[config.mk]
export PLATFORM = sky130hd
export DESIGN_NAME = sha256_message_digest_unit
export DESIGN_NICKNAME = d
export VERILOG_FILES = /design/src/sv/sha_pkg.sv /design/src/sv/sha_front.sv /design/src/sv/sha_back.sv /design/src/sv/sha256_message_digest_unit.sv
export SDC_FILE = /design/constraint.sdc
export NUM_CORES = 2
export LEC_CHECK = 0
export BUFFER_PORTS_ARGS = -buffer_cell sky130_fd_sc_hd__buf_2
export CAP_MARGIN = 40
export CORE_AREA = 3 3 461 463
export CTS_BUF_LIST = sky130_fd_sc_hd__clkbuf_4 sky130_fd_sc_hd__clkbuf_8
export CTS_CLUSTER_SIZE = 24
export DETAILED_ROUTE_END_ITERATION = 8
export DIE_AREA = 0 0 464 466
export GPL_TIMING_DRIVEN = 0
export PLACE_DENSITY = 0.67
export SETUP_SLACK_MARGIN = 0.4
export SYNTH_ARGS = -nofsm -noshare
export SYNTH_HDL_FRONTEND = slang
export SYNTH_HIERARCHICAL = 1
export SYNTH_SLANG_ARGS = --single-unit
[constraint.sdc]
create_clock -name clk -period 14.85 [get_ports clk]
set_clock_uncertainty 0.2 [all_clocks]
set_input_delay 4.455 -clock clk [delete_from_list [all_inputs] [get_ports clk]]
set_output_delay 4.455 -clock clk [all_outputs]
set_load 0.01 [all_outputs]
[src/sv/sha_pkg.sv]
package sha_pkg;

  typedef logic [31:0] word_t;

  // Front-to-back queue entry: one message byte and/or an end marker.
  typedef struct packed {
    logic [7:0] data;
    logic       has_byte;
    logic       eom;
  } cmd_t;

  localparam int unsigned QueueDepth = 4;
  localparam logic [7:0]  PadMark    = 8'h80;
  localparam logic [5:0]  LenPos     = 6'd56;

  localparam word_t StartH [8] = '{
    32'h6a09e667, 32'hbb67ae85, 32'h3c6ef372, 32'ha54ff53a,
    32'h510e527f, 32'h9b05688c, 32'h1f83d9ab, 32'h5be0cd19
  };

  function automatic word_t round_k(input logic [5:0] t);
    word_t k [64];
    k = '{
      32'h428a2f98, 32'h71374491, 32'hb5c0fbcf, 32'he9b5dba5, 32'h3956c25b, 32'h59f111f1,
      32'h923f82a4, 32'hab1c5ed5, 32'hd807aa98, 32'h12835b01, 32'h243185be, 32'h550c7dc3,
      32'h72be5d74, 32'h80deb1fe, 32'h9bdc06a7, 32'hc19bf174, 32'he49b69c1, 32'hefbe4786,
      32'h0fc19dc6, 32'h240ca1cc, 32'h2de92c6f, 32'h4a7484aa, 32'h5cb0a9dc, 32'h76f988da,
      32'h983e5152, 32'ha831c66d, 32'hb00327c8, 32'hbf597fc7, 32'hc6e00bf3, 32'hd5a79147,
      32'h06ca6351, 32'h14292967, 32'h27b70a85, 32'h2e1b2138, 32'h4d2c6dfc, 32'h53380d13,
      32'h650a7354, 32'h766a0abb, 32'h81c2c92e, 32'h92722c85, 32'ha2bfe8a1, 32'ha81a664b,
      32'hc24b8b70, 32'hc76c51a3, 32'hd192e819, 32'hd6990624, 32'hf40e3585, 32'h106aa070,
      32'h19a4c116, 32'h1e376c08, 32'h2748774c, 32'h34b0bcb5, 32'h391c0cb3, 32'h4ed8aa4a,
      32'h5b9cca4f, 32'h682e6ff3, 32'h748f82ee, 32'h78a5636f, 32'h84c87814, 32'h8cc70208,
      32'h90befffa, 32'ha4506ceb, 32'hbef9a3f7, 32'hc67178f2
    };
    return k[t];
  endfunction

  function automatic word_t rotr(input word_t x, input int unsigned n);
    return (x >> n) | (x << (32 - n));
  endfunction

endpackage

[src/sv/sha_front.sv]
module sha_front
  import sha_pkg::*;
(
  input  logic       clk,
  input  logic       rst,
  input  logic       in_valid,
  output logic       in_ready,
  input  logic [7:0] in_byte,
  input  logic       in_has,
  input  logic       in_eom,
  output logic       q_valid,
  input  logic       q_ready,
  output cmd_t       q_data
);

  localparam int unsigned AW = $clog2(QueueDepth);

  cmd_t          mem [QueueDepth];
  logic [AW-1:0] wptr;
  logic [AW-1:0] rptr;
  logic [AW:0]   count;
  logic          push;
  logic          pop;

  // Drop idle words here; they never reach the back end.
  assign in_ready = (count != (AW+1)'(QueueDepth));
  assign push     = in_valid && in_ready && (in_has || in_eom);
  assign q_valid  = (count != '0);
  assign pop      = q_valid && q_ready;
  assign q_data   = mem[rptr];

  always_ff @(posedge clk) begin
    if (push) begin
      mem[wptr] <= '{data: in_byte, has_byte: in_has, eom: in_eom};
    end
    if (rst) begin
      wptr  <= '0;
      rptr  <= '0;
      count <= '0;
    end else begin
      if (push) wptr <= wptr + 1'b1;
      if (pop) rptr <= rptr + 1'b1;
      count <= count + (AW+1)'(push) - (AW+1)'(pop);
    end
  end

endmodule

[src/sv/sha_back.sv]
module sha_back
  import sha_pkg::*;
(
  input  logic        clk,
  input  logic        rst,
  input  logic        q_valid,
  output logic        q_ready,
  input  cmd_t        q_data,
  output logic        out_valid,
  input  logic        out_ready,
  output logic [31:0] out_word,
  output logic [2:0]  out_index,
  output logic        out_last
);

  typedef enum logic [2:0] {
    S_IDLE, S_ROUND, S_FOLD, S_PAD, S_EMIT
  } state_t;

  state_t      state;
  word_t       blk [16];  // message block, big-endian bytes within each word
  logic [5:0]  fill;
  logic [63:0] len;
  word_t       hw [8];
  word_t       wv [8];
  word_t       win [16];
  logic [5:0]  rnd;
  logic        fin;       // finish pending after current block
  logic        len_done;  // pad mark written; once fin clears, the length block is the one being compressed
  logic [5:0]  ppos;
  logic [2:0]  oidx;

  word_t w_cur, s0, s1, t1, t2, x15, x2;

  always_comb begin
    x15 = win[4'(rnd - 6'd15)];
    x2  = win[4'(rnd - 6'd2)];
    s0  = rotr(x15, 7) ^ rotr(x15, 18) ^ (x15 >> 3);
    s1  = rotr(x2, 17) ^ rotr(x2, 19) ^ (x2 >> 10);
    if (rnd < 6'd16) begin
      w_cur = blk[rnd[3:0]];
    end else begin
      w_cur = win[rnd[3:0]] + s0 + win[4'(rnd - 6'd7)] + s1;
    end
    t1 = wv[7] + (rotr(wv[4], 6) ^ rotr(wv[4], 11) ^ rotr(wv[4], 25))
       + ((wv[4] & wv[5]) ^ (~wv[4] & wv[6])) + round_k(rnd) + w_cur;
    t2 = (rotr(wv[0], 2) ^ rotr(wv[0], 13) ^ rotr(wv[0], 22))
       + ((wv[0] & wv[1]) ^ (wv[0] & wv[2]) ^ (wv[1] & wv[2]));
  end

  assign q_ready   = (state == S_IDLE);
  assign out_valid = (state == S_EMIT);
  assign out_word  = hw[oidx];
  assign out_index = oidx;
  assign out_last  = (oidx == 3'd7);

  always_ff @(posedge clk) begin
    if (rst) begin
      state <= S_IDLE;
      fill  <= '0;
      len   <= '0;
      fin   <= 1'b0;
      len_done <= 1'b0;
      oidx  <= '0;
      rnd   <= '0;
      ppos  <= '0;
      for (int i = 0; i < 8; i++) hw[i] <= StartH[i];
    end else begin
      unique case (state)
        S_IDLE: if (q_valid) begin
          fin <= q_data.eom;
          len_done <= 1'b0;
          if (q_data.has_byte) begin
            blk[fill[5:2]][{~fill[1:0], 3'b000} +: 8] <= q_data.data;
            len  <= len + 64'd1;
            fill <= fill + 6'd1;
            if (fill == 6'd63) begin
              for (int i = 0; i < 8; i++) wv[i] <= hw[i];
              rnd   <= '0;
              state <= S_ROUND;
            end else if (q_data.eom) begin
              ppos  <= fill + 6'd1;
              state <= S_PAD;
            end
          end else if (q_data.eom) begin
            ppos  <= fill;
            state <= S_PAD;
          end
        end
        S_PAD: begin
          // Write 0x80 at the fill point, then zeros; length goes last.
          if (ppos == fill && !len_done) begin
            blk[ppos[5:2]][{~ppos[1:0], 3'b000} +: 8] <= PadMark;
            len_done  <= 1'b1;
          end else begin
            blk[ppos[5:2]][{~ppos[1:0], 3'b000} +: 8] <= 8'h00;
          end
          if (ppos == 6'd63) begin
            // Not enough room: compress the pad block, start a fresh one.
            for (int i = 0; i < 8; i++) wv[i] <= hw[i];
            rnd   <= '0;
            fill  <= '0;
            ppos  <= '0;
            state <= S_ROUND;
          end else if (ppos == LenPos - 6'd1 && (len_done || ppos == fill)) begin
            // Bit count, big-endian, in the last two words.
            blk[14] <= len[60:29];
            blk[15] <= {len[28:0], 3'b000};
            for (int i = 0; i < 8; i++) wv[i] <= hw[i];
            rnd   <= '0;
            fill  <= '0;
            ppos  <= '0;
            fin   <= 1'b0;
            state <= S_ROUND;
          end else begin
            ppos <= ppos + 6'd1;
          end
        end
        S_ROUND: begin
          win[rnd[3:0]] <= w_cur;
          wv[7] <= wv[6]; wv[6] <= wv[5]; wv[5] <= wv[4]; wv[4] <= wv[3] + t1;
          wv[3] <= wv[2]; wv[2] <= wv[1]; wv[1] <= wv[0]; wv[0] <= t1 + t2;
          rnd <= rnd + 6'd1;
          if (rnd == 6'd63) state <= S_FOLD;
        end
        S_FOLD: begin
          for (int i = 0; i < 8; i++) hw[i] <= hw[i] + wv[i];
          fill <= '0;
          if (fin) begin
            ppos  <= '0;
            state <= S_PAD;
          end else if (len_done) begin
            oidx  <= '0;
            state <= S_EMIT;
          end else begin
            state <= S_IDLE;
          end
        end
        S_EMIT: if (out_ready) begin
          oidx <= oidx + 3'd1;
          if (oidx == 3'd7) begin
            for (int i = 0; i < 8; i++) hw[i] <= StartH[i];
            len      <= '0;
            fill     <= '0;
            len_done <= 1'b0;
            state    <= S_IDLE;
          end
        end
        default: state <= S_IDLE;
      endcase
    end
  end

endmodule

[src/sv/sha256_message_digest_unit.sv]
// SHA-256 engine, byte-streaming.
// s_axis: one word per message byte. tdata[7:0] = message_byte; tuser[0] = has_byte;
//   tlast = end_of_message. A word with has_byte 0 and tlast 0 is dropped.
// m_axis: eight digest words per message, tdata[31:0] = digest_word,
//   tuser[2:0] = word_index (0 most significant), tlast = last_word.
// Throughput: the back end takes a byte whenever it is idle; every 64th byte
//   starts a block compression (rounds, then a fold) that holds further bytes.
//   Finishing pads the block, runs one or two compressions, then emits eight words.
// A four-entry queue decouples input from the compression core, so bytes keep
//   being taken while a block is compressed until the queue fills.
// Reset (rst, synchronous, active high) empties the queue, loads the initial
//   hash values and clears the byte count.
// When m_axis_tready is low the current digest word holds and the core waits;
//   the queue still absorbs up to four byte or end-marker words.
module sha256_message_digest_unit
  import sha_pkg::*;
(
  input  logic        clk,
  input  logic        rst,
  input  logic        s_axis_tvalid,
  output logic        s_axis_tready,
  input  logic [7:0]  s_axis_tdata,  // [7:0] message_byte
  input  logic        s_axis_tuser,  // [0] has_byte
  input  logic        s_axis_tlast,
  output logic        m_axis_tvalid,
  input  logic        m_axis_tready,
  output logic [31:0] m_axis_tdata,  // [31:0] digest_word
  output logic [2:0]  m_axis_tuser,  // [2:0] word_index
  output logic        m_axis_tlast
);

  logic q_valid;
  logic q_ready;
  cmd_t q_data;

  sha_front u_front (
    .clk, .rst,
    .in_valid (s_axis_tvalid),
    .in_ready (s_axis_tready),
    .in_byte  (s_axis_tdata),
    .in_has   (s_axis_tuser),
    .in_eom   (s_axis_tlast),
    .q_valid, .q_ready, .q_data
  );

  sha_back u_back (
    .clk, .rst,
    .q_valid, .q_ready, .q_data,
    .out_valid (m_axis_tvalid),
    .out_ready (m_axis_tready),
    .out_word  (m_axis_tdata),
    .out_index (m_axis_tuser),
    .out_last  (m_axis_tlast)
  );

endmodule

==> impl_results.md <==
* Status: finished clean
* Crit-path leading delay family: adder cells
* Worst path slowest cell: mux4_2
* Die span in y at 466 um
* Worst setup EP type: register
* Maxcap violations at 0
* Fin. Hold Viols at 0
* P&R area growth vs syn at 14.42%
* Min-delay src: u_back/hw[7][20]
* Distinct cells, synth at 103
* CP Depth at 58
* Row cnt at 168
* First-pass GRT wire length at 583.8 mm
* Reg-to-Reg End: u_back/wv[0][31]
* # DRC at 0
* Number of synthesized flops with an enable pin at 1445
* Initial DRC Count at 13760
* Initial antenna violation count at 25
* R2r worst-path depth at 58
* Top cells by area, synth: edfxtp_1 (42%), mux4_2 (16%), ha_1 (5.0%)
* Synth Area in Simple Gates at 0.09556
* Total wire length at 416.7 mm
* Fill cells at 17030
* Hold Crit Depth at 2
* Synth async-reset ratio at 0
* Syn Nets at 9127
* IO Port Bufs at 51
* Global route overflow at 0
* Crit start category: register
* Starting Density at 0.4980
* Slew Limit Fails at 0
* Mux contribution to synthesized area at 0.1729
* Slowest stage delay, CP at 580 ps
* Pre-Repair DR Iteration Count at 9
* Syn avg cell area at 12.26 um^2
* Cell mode on critical path: fa_1
* Via density at 6.761
* R2r setup slk at 480 ps
* Core ar. at 209200 um^2
* Vias in the first global route at 78510
* Clock sinks at 1679
* Setup CP Type: register to register
* Adder-cell area share of the yosys netlist at 0.08879
* Non-filler cells, final at 12210
* Total CTS buffers at 310
* Syn Inst Count at 8496
* Post-Place Cells at 11650
* Commonest non-fill, non-tap cells in the layout: edfxtp_1 (1445), nand2_1 (1030), mux4_2 (741)
* Synthesized cell area at 104200 um^2
* Yosys top cell by area: edfxtp_1
* Clock latency on the worst-skew pair at 1100 ps
* Worst Hold Class: register to register
* Number of hold buffers added after cts at 0
* Utilization after layout at 0.5698
* Fin crit period at 14370 ps
* Main combinational cell family by area after synthesis: multiplexers
* Crit share post-route at 0.9679
* Clock Tree Root: clkbuf_8
* CP arrival at 14940 ps
* Top cell type's share of synthesized area at 0.4166
* Antenna Violating Nets Remaining at 0
* Avg WL per Cell at 34.13 um
* Hpwl dp at 325.2 mm
* Die area at 216200 um^2
* Synth Register Bits at 1679
* Normalized max-slew margin at 0.3195
* Synth Area in Compound Gates at 0.09592
* IO Count at 52
* Most used DFF post-synth: edfxtp_1
* Via count of the routed design at 82540
* Worst r2r src: u_back/rnd[0]
* RSZ-0062 raised after global routing: false
* CTS tree: yes
* Die width at 464 um
* Yosys warnings at 6
* Seq/Total Area, Yosys at 0.4615
* Crit path max fanout at 11
* Setup-failing EPs final at 0
* Clock slew at reported path FFs at 60 ps
* CP bufs+invs at 18
* Slew @ Worst Pin at 995.0 ps
* Most common cell after layout, fill and taps aside: edfxtp_1
* Share of layout cells above drive strength 1 at 0.1982
* Nets@finish at 9813
* Largest net degree at the start of global routing at 51
* Hold worst-path end: u_back/hw[7][20]
* Max Root-Sink Buffers at 4
* Total global-route track usage at 0.3797
* H-tree Lvls at 5
* Synth Area in XOR/XNOR at 0.05166
* Fmax at 0.06958 GHz
* WP data required at 15420 ps
* Final RePlAce weighted congestion at 1.071
cell usage after synthesis, types with 16 or more instances:
cell / count
edfxtp_1: 1445
nand2_1: 1030
mux4_2: 741
nor2_1: 487
a21oi_1: 448
ha_1: 420
inv_1: 409
clkbuf_1: 386
xnor2_1: 372
o21ai_1: 261
dfxtp_1: 234
xor2_1: 233
a21o_1: 203
fa_1: 197
nand3_1: 150
o21ai_0: 137
nor3_1: 116
buf_1: 88
nand2b_1: 69
nor2b_1: 66
mux2_2: 65
and2_1: 61
o21a_1: 59
a31oi_1: 58
and3_1: 54
a22o_1: 52
mux2i_1: 46
o21bai_1: 41
o211ai_1: 40
nand4_1: 39
or3_1: 38
a211oi_1: 37
o31ai_1: 32
a311oi_1: 28
nor3b_1: 25
or2_2: 18
a22oi_1: 17
nor4_1: 16
metrics by stage:
stage	cell area (um^2)	setup slack (ps)	setup TNS [ps]	hold slack, ps
final	119200	477.2	0	293.8
after detailed placement	112400	-3436	-88290	272.8
after CTS	118800	413.5	0	282.6
after global routing	119200	321.9	0	309.4
after global placement	107900	-6671	-291550	267.2
after floorplan	104200	466.8	0	252.8
metal layers:
metal / global-route usage / wire, um
met5: 0 / 55
met4: 0.1911 / 25590
met3: 0.1236 / 62080
met2: 0.5398 / 173600
met1: 0.5233 / 155300
logic make-up (layout without fill, tap and decap cells):
logic type	after synthesis	after routing
mux	860	860
xor+xnor	609	609
fa+ha+maj	622	622
flops	1679	1679
buf+inv	918	1820
compound gates	1577	1577
simple gates	2231	2231
other cells	0	5
worst min-delay path, stage by stage (launching register included):
cell and delay (ps):
dfxtp_1 340, nand2_1 60, o21ai_1 50
worst max path at each step:
stage                             start                to  slack (ps)
after global routing      u_back/rnd[0]  u_back/wv[0][31]         320
after detailed placement  u_back/rnd[0]  u_back/wv[0][31]       -3440
final                     u_back/rnd[0]  u_back/wv[0][31]         480
after floorplan           u_back/rnd[0]  u_back/wv[0][31]         470
after CTS                 u_back/rnd[0]  u_back/wv[0][31]         410
after global placement    u_back/rnd[0]  u_back/wv[0][31]       -6670
area by class of cell:
| class | instances | area (um^2) | area share |
|---|---|---|---|
| antenna | 5 | 12.51 | 0.0001050 |
| buffer | 495 | 2122 | 0.01780 |
| clock buffer | 420 | 5230 | 0.04388 |
| clock inverter | 108 | 773.2 | 0.006488 |
| inverter | 423 | 1593 | 0.01336 |
| multi-input combinational | 5899 | 53260 | 0.4469 |
| sequential | 1679 | 48080 | 0.4034 |
| tap | 2805 | 3510 | 0.02945 |
| timing repair buffer | 374 | 4603 | 0.03862 |
repair_timing:
item                                    in CTS  in global routing
pin swaps                                    7                 12
buffers inserted                             6                 13
endpoints found under the setup margin      51                 20
gates resized for setup                     87                 56
registers in the layout (all words and copies together) (netlist names), named ones only:
signal and count:
u_back/win 512, u_back/hw 256, u_back/fill 6, u_front/rptr 2, u_back/state 3, u_back/out_index 3, u_back/blk 512, u_front/count 3
u_back/len_done 1, u_front/wptr 2, u_back/fin 1, u_front/mem 40, u_back/rnd 6, u_back/len 61, u_back/wv 256, u_back/ppos 6
Power is left out: the tool's default activity adds up to more than one toggle a clock period on the data nets, which glitch-free logic cannot reach.
